==> config.mk <==
export PLATFORM = sky130hd
export DESIGN_NAME = g2c_div
export DESIGN_NICKNAME = d
export VERILOG_FILES = /design/src/hdl/g2c_pkg.sv /design/src/hdl/g2c_div.sv
export SDC_FILE = /design/constraint.sdc
export NUM_CORES = 2
export LEC_CHECK = 0
export ABC_CLOCK_PERIOD_IN_PS = 47700
export BUFFER_PORTS_ARGS = -buffer_cell sky130_fd_sc_hd__buf_2
export CAP_MARGIN = 25
export CORE_AREA = 2 2 514 516
export DETAILED_ROUTE_END_ITERATION = 6
export DIE_AREA = 0 0 516 518
export PLACE_DENSITY_LB_ADDON = 0.25
export SLEW_MARGIN = 20
export SYNTH_ARGS = -nofsm -noshare
export SYNTH_HDL_FRONTEND = slang
export SYNTH_SLANG_ARGS = --single-unit
==> constraint.sdc <==
create_clock -name clk_i -period 47.7 [get_ports clk_i]
set_input_delay 14.31 -clock clk_i [delete_from_list [all_inputs] [get_ports clk_i]]
set_output_delay 14.31 -clock clk_i [all_outputs]
set_load 0.01 [all_outputs]
==> src/hdl/g2c_pkg.sv <==
// Shared constants, types and arithmetic helpers for the grid-to-surface mapper.
package g2c_pkg;

  localparam int unsigned ANGLE_BITS = 16;
  localparam int unsigned CFG_IDX_W  = 3;
  localparam int unsigned CFG_DATA_W = 31;

  // long division: numerator width, bits retired per stage, stage count
  localparam int unsigned DIV_W      = 44;
  localparam int unsigned DIV_STEP   = 4;
  localparam int unsigned DIV_STAGES = DIV_W / DIV_STEP;
  localparam int unsigned DEN_W      = 12;

  // sine unit: four multiply stages, four lanes (sin az, cos az, sin pol, cos pol)
  localparam int unsigned SIN_STAGES = 4;
  localparam int unsigned SIN_LANES  = 4;
  localparam int unsigned LANE_SAZ   = 0;
  localparam int unsigned LANE_CAZ   = 1;
  localparam int unsigned LANE_SPOL  = 2;
  localparam int unsigned LANE_CPOL  = 3;

  localparam logic [ANGLE_BITS-1:0] QUARTER_TURN = ANGLE_BITS'(1) << (ANGLE_BITS - 2);
  localparam logic [30:0] Q30_ONE = 31'h4000_0000;
  localparam logic [30:0] SIN_A   = 31'd1686629713;
  localparam logic [30:0] SIN_B   = 31'd688904866;
  localparam logic [30:0] SIN_C   = 31'd76016977;

  typedef enum logic [CFG_IDX_W-1:0] {
    REG_MODE   = 3'd0,
    REG_COLS   = 3'd1,
    REG_ROWS   = 3'd2,
    REG_RADIUS = 3'd3,
    REG_WALL   = 3'd4,
    REG_HEIGHT = 3'd5,
    REG_SWEEP  = 3'd6,
    REG_POLAR  = 3'd7
  } g2c_reg_e;

  typedef enum logic [1:0] {
    ERR_OK    = 2'd0,
    ERR_ANGLE = 2'd1,
    ERR_SIZE  = 2'd2,
    ERR_GRID  = 2'd3
  } g2c_err_e;

  typedef struct packed {
    logic [DEN_W-1:0] rem;
    logic [DIV_W-1:0] nq;   // numerator bits shift out the top, quotient bits in the bottom
  } g2c_dlane_t;

  typedef struct packed {
    logic [1:0]  quad;
    logic [30:0] x;
    logic [30:0] x2;
    logic [30:0] acc;
  } g2c_slane_t;

  typedef struct packed {
    logic signed [31:0] rad;
    logic [30:0]        py;
  } g2c_side_t;

  // one restoring division step
  function automatic g2c_dlane_t g2c_dstep(input g2c_dlane_t l, input logic [DEN_W-1:0] d);
    logic [DEN_W:0] t;
    g2c_dlane_t     o;
    t = {l.rem, l.nq[DIV_W-1]};
    if (t >= {1'b0, d}) begin
      o.rem = DEN_W'(t - {1'b0, d});
      o.nq  = {l.nq[DIV_W-2:0], 1'b1};
    end else begin
      o.rem = t[DEN_W-1:0];
      o.nq  = {l.nq[DIV_W-2:0], 1'b0};
    end
    return o;
  endfunction

  // fold a phase into quadrant and Q30 fraction of a quarter turn
  function automatic g2c_slane_t g2c_sin_prep(input logic [ANGLE_BITS-1:0] phase);
    g2c_slane_t o;
    o.quad = phase[ANGLE_BITS-1 -: 2];
    o.x    = 31'(phase[ANGLE_BITS-3:0]) << (32 - ANGLE_BITS);
    if (o.quad[0]) begin
      o.x = Q30_ONE - o.x;
    end
    o.x2  = '0;
    o.acc = '0;
    return o;
  endfunction

  // polynomial step k; each step holds one multiply
  function automatic g2c_slane_t g2c_sin_step(input int unsigned k, input g2c_slane_t l);
    logic [61:0] p;
    g2c_slane_t  o;
    o = l;
    p = '0;
    case (k)
      0: begin
        p    = l.x * l.x;
        o.x2 = p[60:30];
      end
      1: begin
        p     = SIN_C * l.x2;
        o.acc = SIN_B - p[60:30];
      end
      2: begin
        p     = l.acc * l.x2;
        o.acc = SIN_A - p[60:30];
      end
      default: begin
        p     = l.acc * l.x;
        o.acc = p[60:30];
      end
    endcase
    return o;
  endfunction

  function automatic logic signed [31:0] g2c_sin_out(input g2c_slane_t l);
    logic [31:0] m;
    m = {1'b0, l.acc};
    return l.quad[1] ? $signed(-m) : $signed(m);
  endfunction

  // length times Q30 factor, rounded to nearest, ties away from zero
  function automatic logic signed [33:0] g2c_mul_q30(input logic signed [33:0] len,
                                                    input logic signed [31:0] f);
    logic        neg;
    logic [33:0] a;
    logic [31:0] b;
    logic [65:0] p;
    logic [33:0] m;
    neg = len[33] ^ f[31];
    a   = len[33] ? 34'(-len) : 34'(len);
    b   = f[31] ? 32'(-f) : 32'(f);
    p   = a * b;
    p   = p + (66'd1 << 29);
    m   = p[63:30];
    return neg ? $signed(-m) : $signed(m);
  endfunction

endpackage

==> src/hdl/g2c_div.sv <==
// Pipelined long divider: column and row fractions, four quotient bits per stage.
module g2c_div (
  input  logic                          clk_i,
  input  logic                          rst_ni,
  input  logic                          valid_i,
  output logic                          ready_o,
  input  logic [g2c_pkg::DIV_W-1:0]     num_c_i,
  input  logic [g2c_pkg::DIV_W-1:0]     num_r_i,
  input  logic [g2c_pkg::DEN_W-1:0]     den_c_i,
  input  logic [g2c_pkg::DEN_W-1:0]     den_r_i,
  input  logic signed [31:0]            rad_i,
  output logic                          valid_o,
  input  logic                          ready_i,
  output logic [g2c_pkg::DIV_W-1:0]     quo_c_o,
  output logic [g2c_pkg::DIV_W-1:0]     quo_r_o,
  output logic signed [31:0]            rad_o
);
  import g2c_pkg::*;

  typedef struct packed {
    g2c_dlane_t         c;
    g2c_dlane_t         r;
    logic signed [31:0] rad;
  } g2c_dst_t;

  logic [DIV_STAGES-1:0] v_q;
  logic [DIV_STAGES-1:0] v_in;
  logic [DIV_STAGES:0]   en;
  g2c_dst_t              st_q  [DIV_STAGES];
  g2c_dst_t              st_in [DIV_STAGES];
  g2c_dst_t              st_d  [DIV_STAGES];

  assign en[DIV_STAGES] = ready_i;

  for (genvar k = 0; k < DIV_STAGES; k++) begin : g_stage
    assign en[k] = ~v_q[k] | en[k+1];

    if (k == 0) begin : g_first
      assign v_in[k]  = valid_i;
      assign st_in[k] = '{c: '{rem: '0, nq: num_c_i}, r: '{rem: '0, nq: num_r_i}, rad: rad_i};
    end else begin : g_next
      assign v_in[k]  = v_q[k-1];
      assign st_in[k] = st_q[k-1];
    end

    always_comb begin
      st_d[k] = st_in[k];
      for (int s = 0; s < DIV_STEP; s++) begin
        st_d[k].c = g2c_dstep(st_d[k].c, den_c_i);
        st_d[k].r = g2c_dstep(st_d[k].r, den_r_i);
      end
    end

    always_ff @(posedge clk_i or negedge rst_ni) begin
      if (!rst_ni) begin
        v_q[k] <= 1'b0;
      end else if (en[k]) begin
        v_q[k] <= v_in[k];
      end
    end

    always_ff @(posedge clk_i) begin
      if (en[k]) begin
        st_q[k] <= st_d[k];
      end
    end
  end

  assign ready_o = en[0];
  assign valid_o = v_q[DIV_STAGES-1];
  assign quo_c_o = st_q[DIV_STAGES-1].c.nq;
  assign quo_r_o = st_q[DIV_STAGES-1].r.nq;
  assign rad_o   = st_q[DIV_STAGES-1].rad;

endmodule

## After elaboration in Yosys (flattened, before gate mapping)

Memories as Yosys holds them, arrays and structs flattened.
Index checks and enable logic that the tools add are counted.
W data, S select, Z words.

| operators by class | value |
|---|---|
| multiplexer cells | 110 |
| add/sub/neg operators | 88 |
| magnitude comparators | 88 |
| bitwise operators | 22 |

Operator list:

| kind | count |
|---|---|
| $mux W56 | 88 |
| $ge A13 B12 Y1 | 86 |
| $sub A12 B12 Y12 | 86 |
| $ge A1 B12 Y1 | 2 |
| $sub A1 B12 Y12 | 2 |
| $mux W1 | 22 |
| $not A1 Y1 | 11 |
| $or A1 B1 Y1 | 11 |

| storage, ports and cells | value |
|---|---|
| memories | 1 |
| bits of input ports | 148 |
| flip-flop bits (word level) | 11 |
| bits in writable memories | 1584 |

Memory list:

| name | depth | bits a word | read ports | clocked after Yosys merged registers in | write ports | RTL line | RTL |
|---|---|---|---|---|---|---|---|
| st_q | 11 | 144 | 11 | 0 | 11 | g2c_div.sv:29 | `g2c_dst_t st_q [DIV_STAGES];` |

## Longest topological paths before layout

| logic depth | value |
|---|---|
| depth after elaboration | 14 |
| gate-level depth with buffers | 49 |
| gate-level depth less buffers | 45 |

## Least setup slack after synthesis

No wires, ideal clock.

| timing | value |
|---|---|
| kind | input to output |
| start point | input port ready_i |
| end point | output port ready_o |
| stages | 8 |
| data arrival time | 29.514 ns |
| slack | 3.876 ns |
| buffers on the path | 0 |
| cells stage by stage | nand2b_1 > nor2_1 > and3_1 > nand3_1 > nor2_1 > nand3_1 > inv_1 > nand3_1 |

| on the way | value |
|---|---|
| longest elaborated chain between the ends | 11 |

Ends and longest elaborated chain:

| item | RTL line | RTL |
|---|---|---|
| from (decl) | g2c_div.sv:13 | `input logic ready_i,` |
| $or A1 B1 Y1 (6 in series) | g2c_div.sv:36 | `assign en[k] = ~v_q[k] \| en[k+1];` |
| net en[5] | g2c_div.sv:28 | `logic [DIV_STAGES:0] en;` |
| $or A1 B1 Y1 (3 in series) | g2c_div.sv:36 |  |
| net en[2] | g2c_div.sv:28 |  |
| $or A1 B1 Y1 (2 in series) | g2c_div.sv:36 |  |
| to (decl) | g2c_div.sv:6 | `output logic ready_o,` |

The timed path passes the listed nets, and every way through them passes these cells.

## Final worst setup path

| timing | value |
|---|---|
| start point | input port ready_i |
| end point | output port ready_o |

| on the way | value |
|---|---|
| longest elaborated chain between the ends | 11 |

Ends and longest elaborated chain:

| item | RTL line |
|---|---|
| $or A1 B1 Y1 | g2c_div.sv:36 |
| net en[10] | g2c_div.sv:28 |
| $or A1 B1 Y1 (5 in series) | g2c_div.sv:36 |
| net en[5] | g2c_div.sv:28 |
| $or A1 B1 Y1 (3 in series) | g2c_div.sv:36 |
| net en[2] | g2c_div.sv:28 |
| $or A1 B1 Y1 (2 in series) | g2c_div.sv:36 |

The timed path passes the listed nets, and every way through them passes these cells.

==> metrics.txt <==
top cells by area, synth=edfxtp_1 (46%), ha_1 (13%), mux2_2 (5.8%); Hold Fails Final Rpt=0; crit path max fanout=49; Simple-Gate Fraction of Synth Area=0.1062; largest net degree at the start of global routing=123; DR DRC count=0; DR pass1 iterations=6; Post-Place Setup Slack=13.90 ns; WL/cell=20.15 um; period utilisation layout=0.7039; via/cell ratio=5.450; Mapped Area=101800 um2; Via Count=71.16k; Met2 Wirelength=122.7 mm; Netlist cell types=118; vias in the first global route=72.01k; synthesis-to-layout area growth=12.18%; ANT nets after route=0; cts repair resizes=0; max_cap viols=0; Clock H-tree levels=4; register bit total from synthesis=1571; IO buf count=269; RSZ-0062 raised after global routing=false; Cell Rows=188; commonest non-fill, non-tap cells in the layout=edfxtp_1 (1560), ha_1 (1036), a21oi_1 (624); fin crit period=33.57 ns; crit path kind=input port to output port; post-synth top area cell=edfxtp_1; final setup TNS=0 ns; post-synthesis adder-cell area fraction=0.1438; top layer in use=met5; hold buffers post-CTS=0; CTS tree=yes; fin worst setup slack=14.13 ns; Mapped Nets=10.22k; Finished Cell Area=114200 um2; Starting Density=0.3892; Clk pin slew, worst setup/hold paths=0.06 ns; clk_lat worst skew=0.87 ns; Root Driver=clkbuf_16; yosys warns=0; Detailed Place HPWL=184.6 mm; Die Ht=518 um; clock buffer depth=4; Worst EP arrival=19.26 ns; Compound-Gate Fraction of Synth Area=0.1341; cts bufs inserted=189; Synth async-reset ratio=0.007002; crit end category=output port; die footprint=267300 um2; GR Overflow Total=0; Slew Limit Headroom=0.3059; Met3 Wirelength=10.23 mm; Final setup viols=0; gr usage total=0.1921; mean area per synthesized cell=11.37 um2; WL final=263.1 mm; fraction of layout cells with a size suffix above 1=0.1422; Placed Area=108000 um2; total core area=261600 um2; largest family of logic cells by synthesized area=adder cells; measured slew at the worst slew-check pin=1.041 ns; predominant post-synthesis flop cell=edfxtp_1; Tightest Hold Check Type=register to register; initial drt markers=4700; gp weighted congestion=0.8895; Final #Nets=10.66k; commonest non-fill, non-tap cell in the layout=edfxtp_1; nature of the critical path startpoint=input port; global-route wire length before repair=406.5 mm; status=finished clean; Synth Area in XOR/XNOR=0.05523; Die W=516 um; Max Slew Vio Count=0; initial antenna violation count=10; highest clock rate=29.78 MHz; register area share after synthesis=0.4629; clk_skew=0.06867 ns; metal1 wirelength=122.8 mm; setup bufs post-CTS=0; Worst Path Required=33.39 ns; Clock Sink Count=1571; Syn Inst Count=8956; post-synth top area share=0.4601; multiplexer share of the synthesized area=0.07314; I/O pins=270; Post-synth EDFFs=1560
-- cells by family after synthesis --
kind of cell    count (synthesis)
compound gates               2103
fa+ha+maj                    1120
simple gates                 2209
flops                        1571
xor+xnor                      642
buf+inv                       643
mux                           668
-- layout make-up --
class / count / area, um2
Antenna cell: 1 / 2.502
Clock buffer: 221 / 4891
Multi-Input combinational cell: 6742 / 52310
Sequential cell: 1571 / 47120
Clock inverter: 116 / 1269
Tap cell: 3515 / 4398
Timing Repair Buffer: 366 / 2215
Fill cell: 24070 / 147400
Inverter: 525 / 2003
-- layer usage --
| layer | up-vias | GRT usage |
|---|---|---|
| li1 | 34680 | - |
| met1 | 34580 | 0.2605 |
| met2 | 1501 | 0.3213 |
| met3 | 394 | 0.02059 |
| met4 | 4 | 0.05906 |
| met5 | - | 0 |
-- cell usage after synthesis (all sizes together) (24+ instances only) --
cell type and instances:
a2111oi 29, a211o 24, a211oi 53, a21boi 76, a21o 209, a21oi 627, a31oi 62, and2 30
and3 45, buf 47, clkbuf 71, edfxtp 1560, fa 84, ha 1036, inv 523, mux2 561
mux2i 107, nand2 520, nand2b 122, nand3 144, nand4 148, nor2 602, nor2b 180, nor3 198
nor4 48, o211ai 32, o21a 127, o21ai 485, o21bai 89, o31a 30, o31ai 70, or2 52
or3 36, xnor2 439, xor2 203
-- path summary, 6_finish.rpt --
path	to	slack (ns)	cells past startpoint	start
setup / recovery	ready_o	14.13	10	ready_i
hold / removal	st_q[9][37]	0.35	0	st_q[8][33]
setup reg to reg	st_q[9][79]	35.86	39	st_q[8][76]
hold reg to reg	st_q[9][37]	0.35	0	st_q[8][33]
max in group asynchronous	v_in[6]	34.12	1	rst_ni
min in group asynchronous	v_in[3]	13.36	1	rst_ni
-- per-stage QoR --
stage,std cells,hold WS [ns],util
final,13060,0.3503,0.4366
after global routing,13060,0.3856,0.4366
after CTS,13060,0.3535,0.4365
after detailed placement,12720,0.4045,0.4130
after global placement,12710,0.4002,0.4127
after floorplan,8956,0.4003,-
-- worst max-delay path: stages --
cell      delay, ns
buf_2          0.09
nand2b_4       0.54
nor2_1         0.68
and3_1         0.51
nand3_4        0.49
nor2_1         0.76
nand3_4        0.64
inv_1          0.41
nand3_4        0.46
buf_2          0.33
-- state kept, by name (all words and copies together) (netlist names) --
| name | count |
|---|---|
| st_q | 1560 |
| valid_o | 1 |
| v_in | 10 |
Power is not shown: default switching activity piles up to over one toggle a cycle in this logic, so the estimate is an artifact.
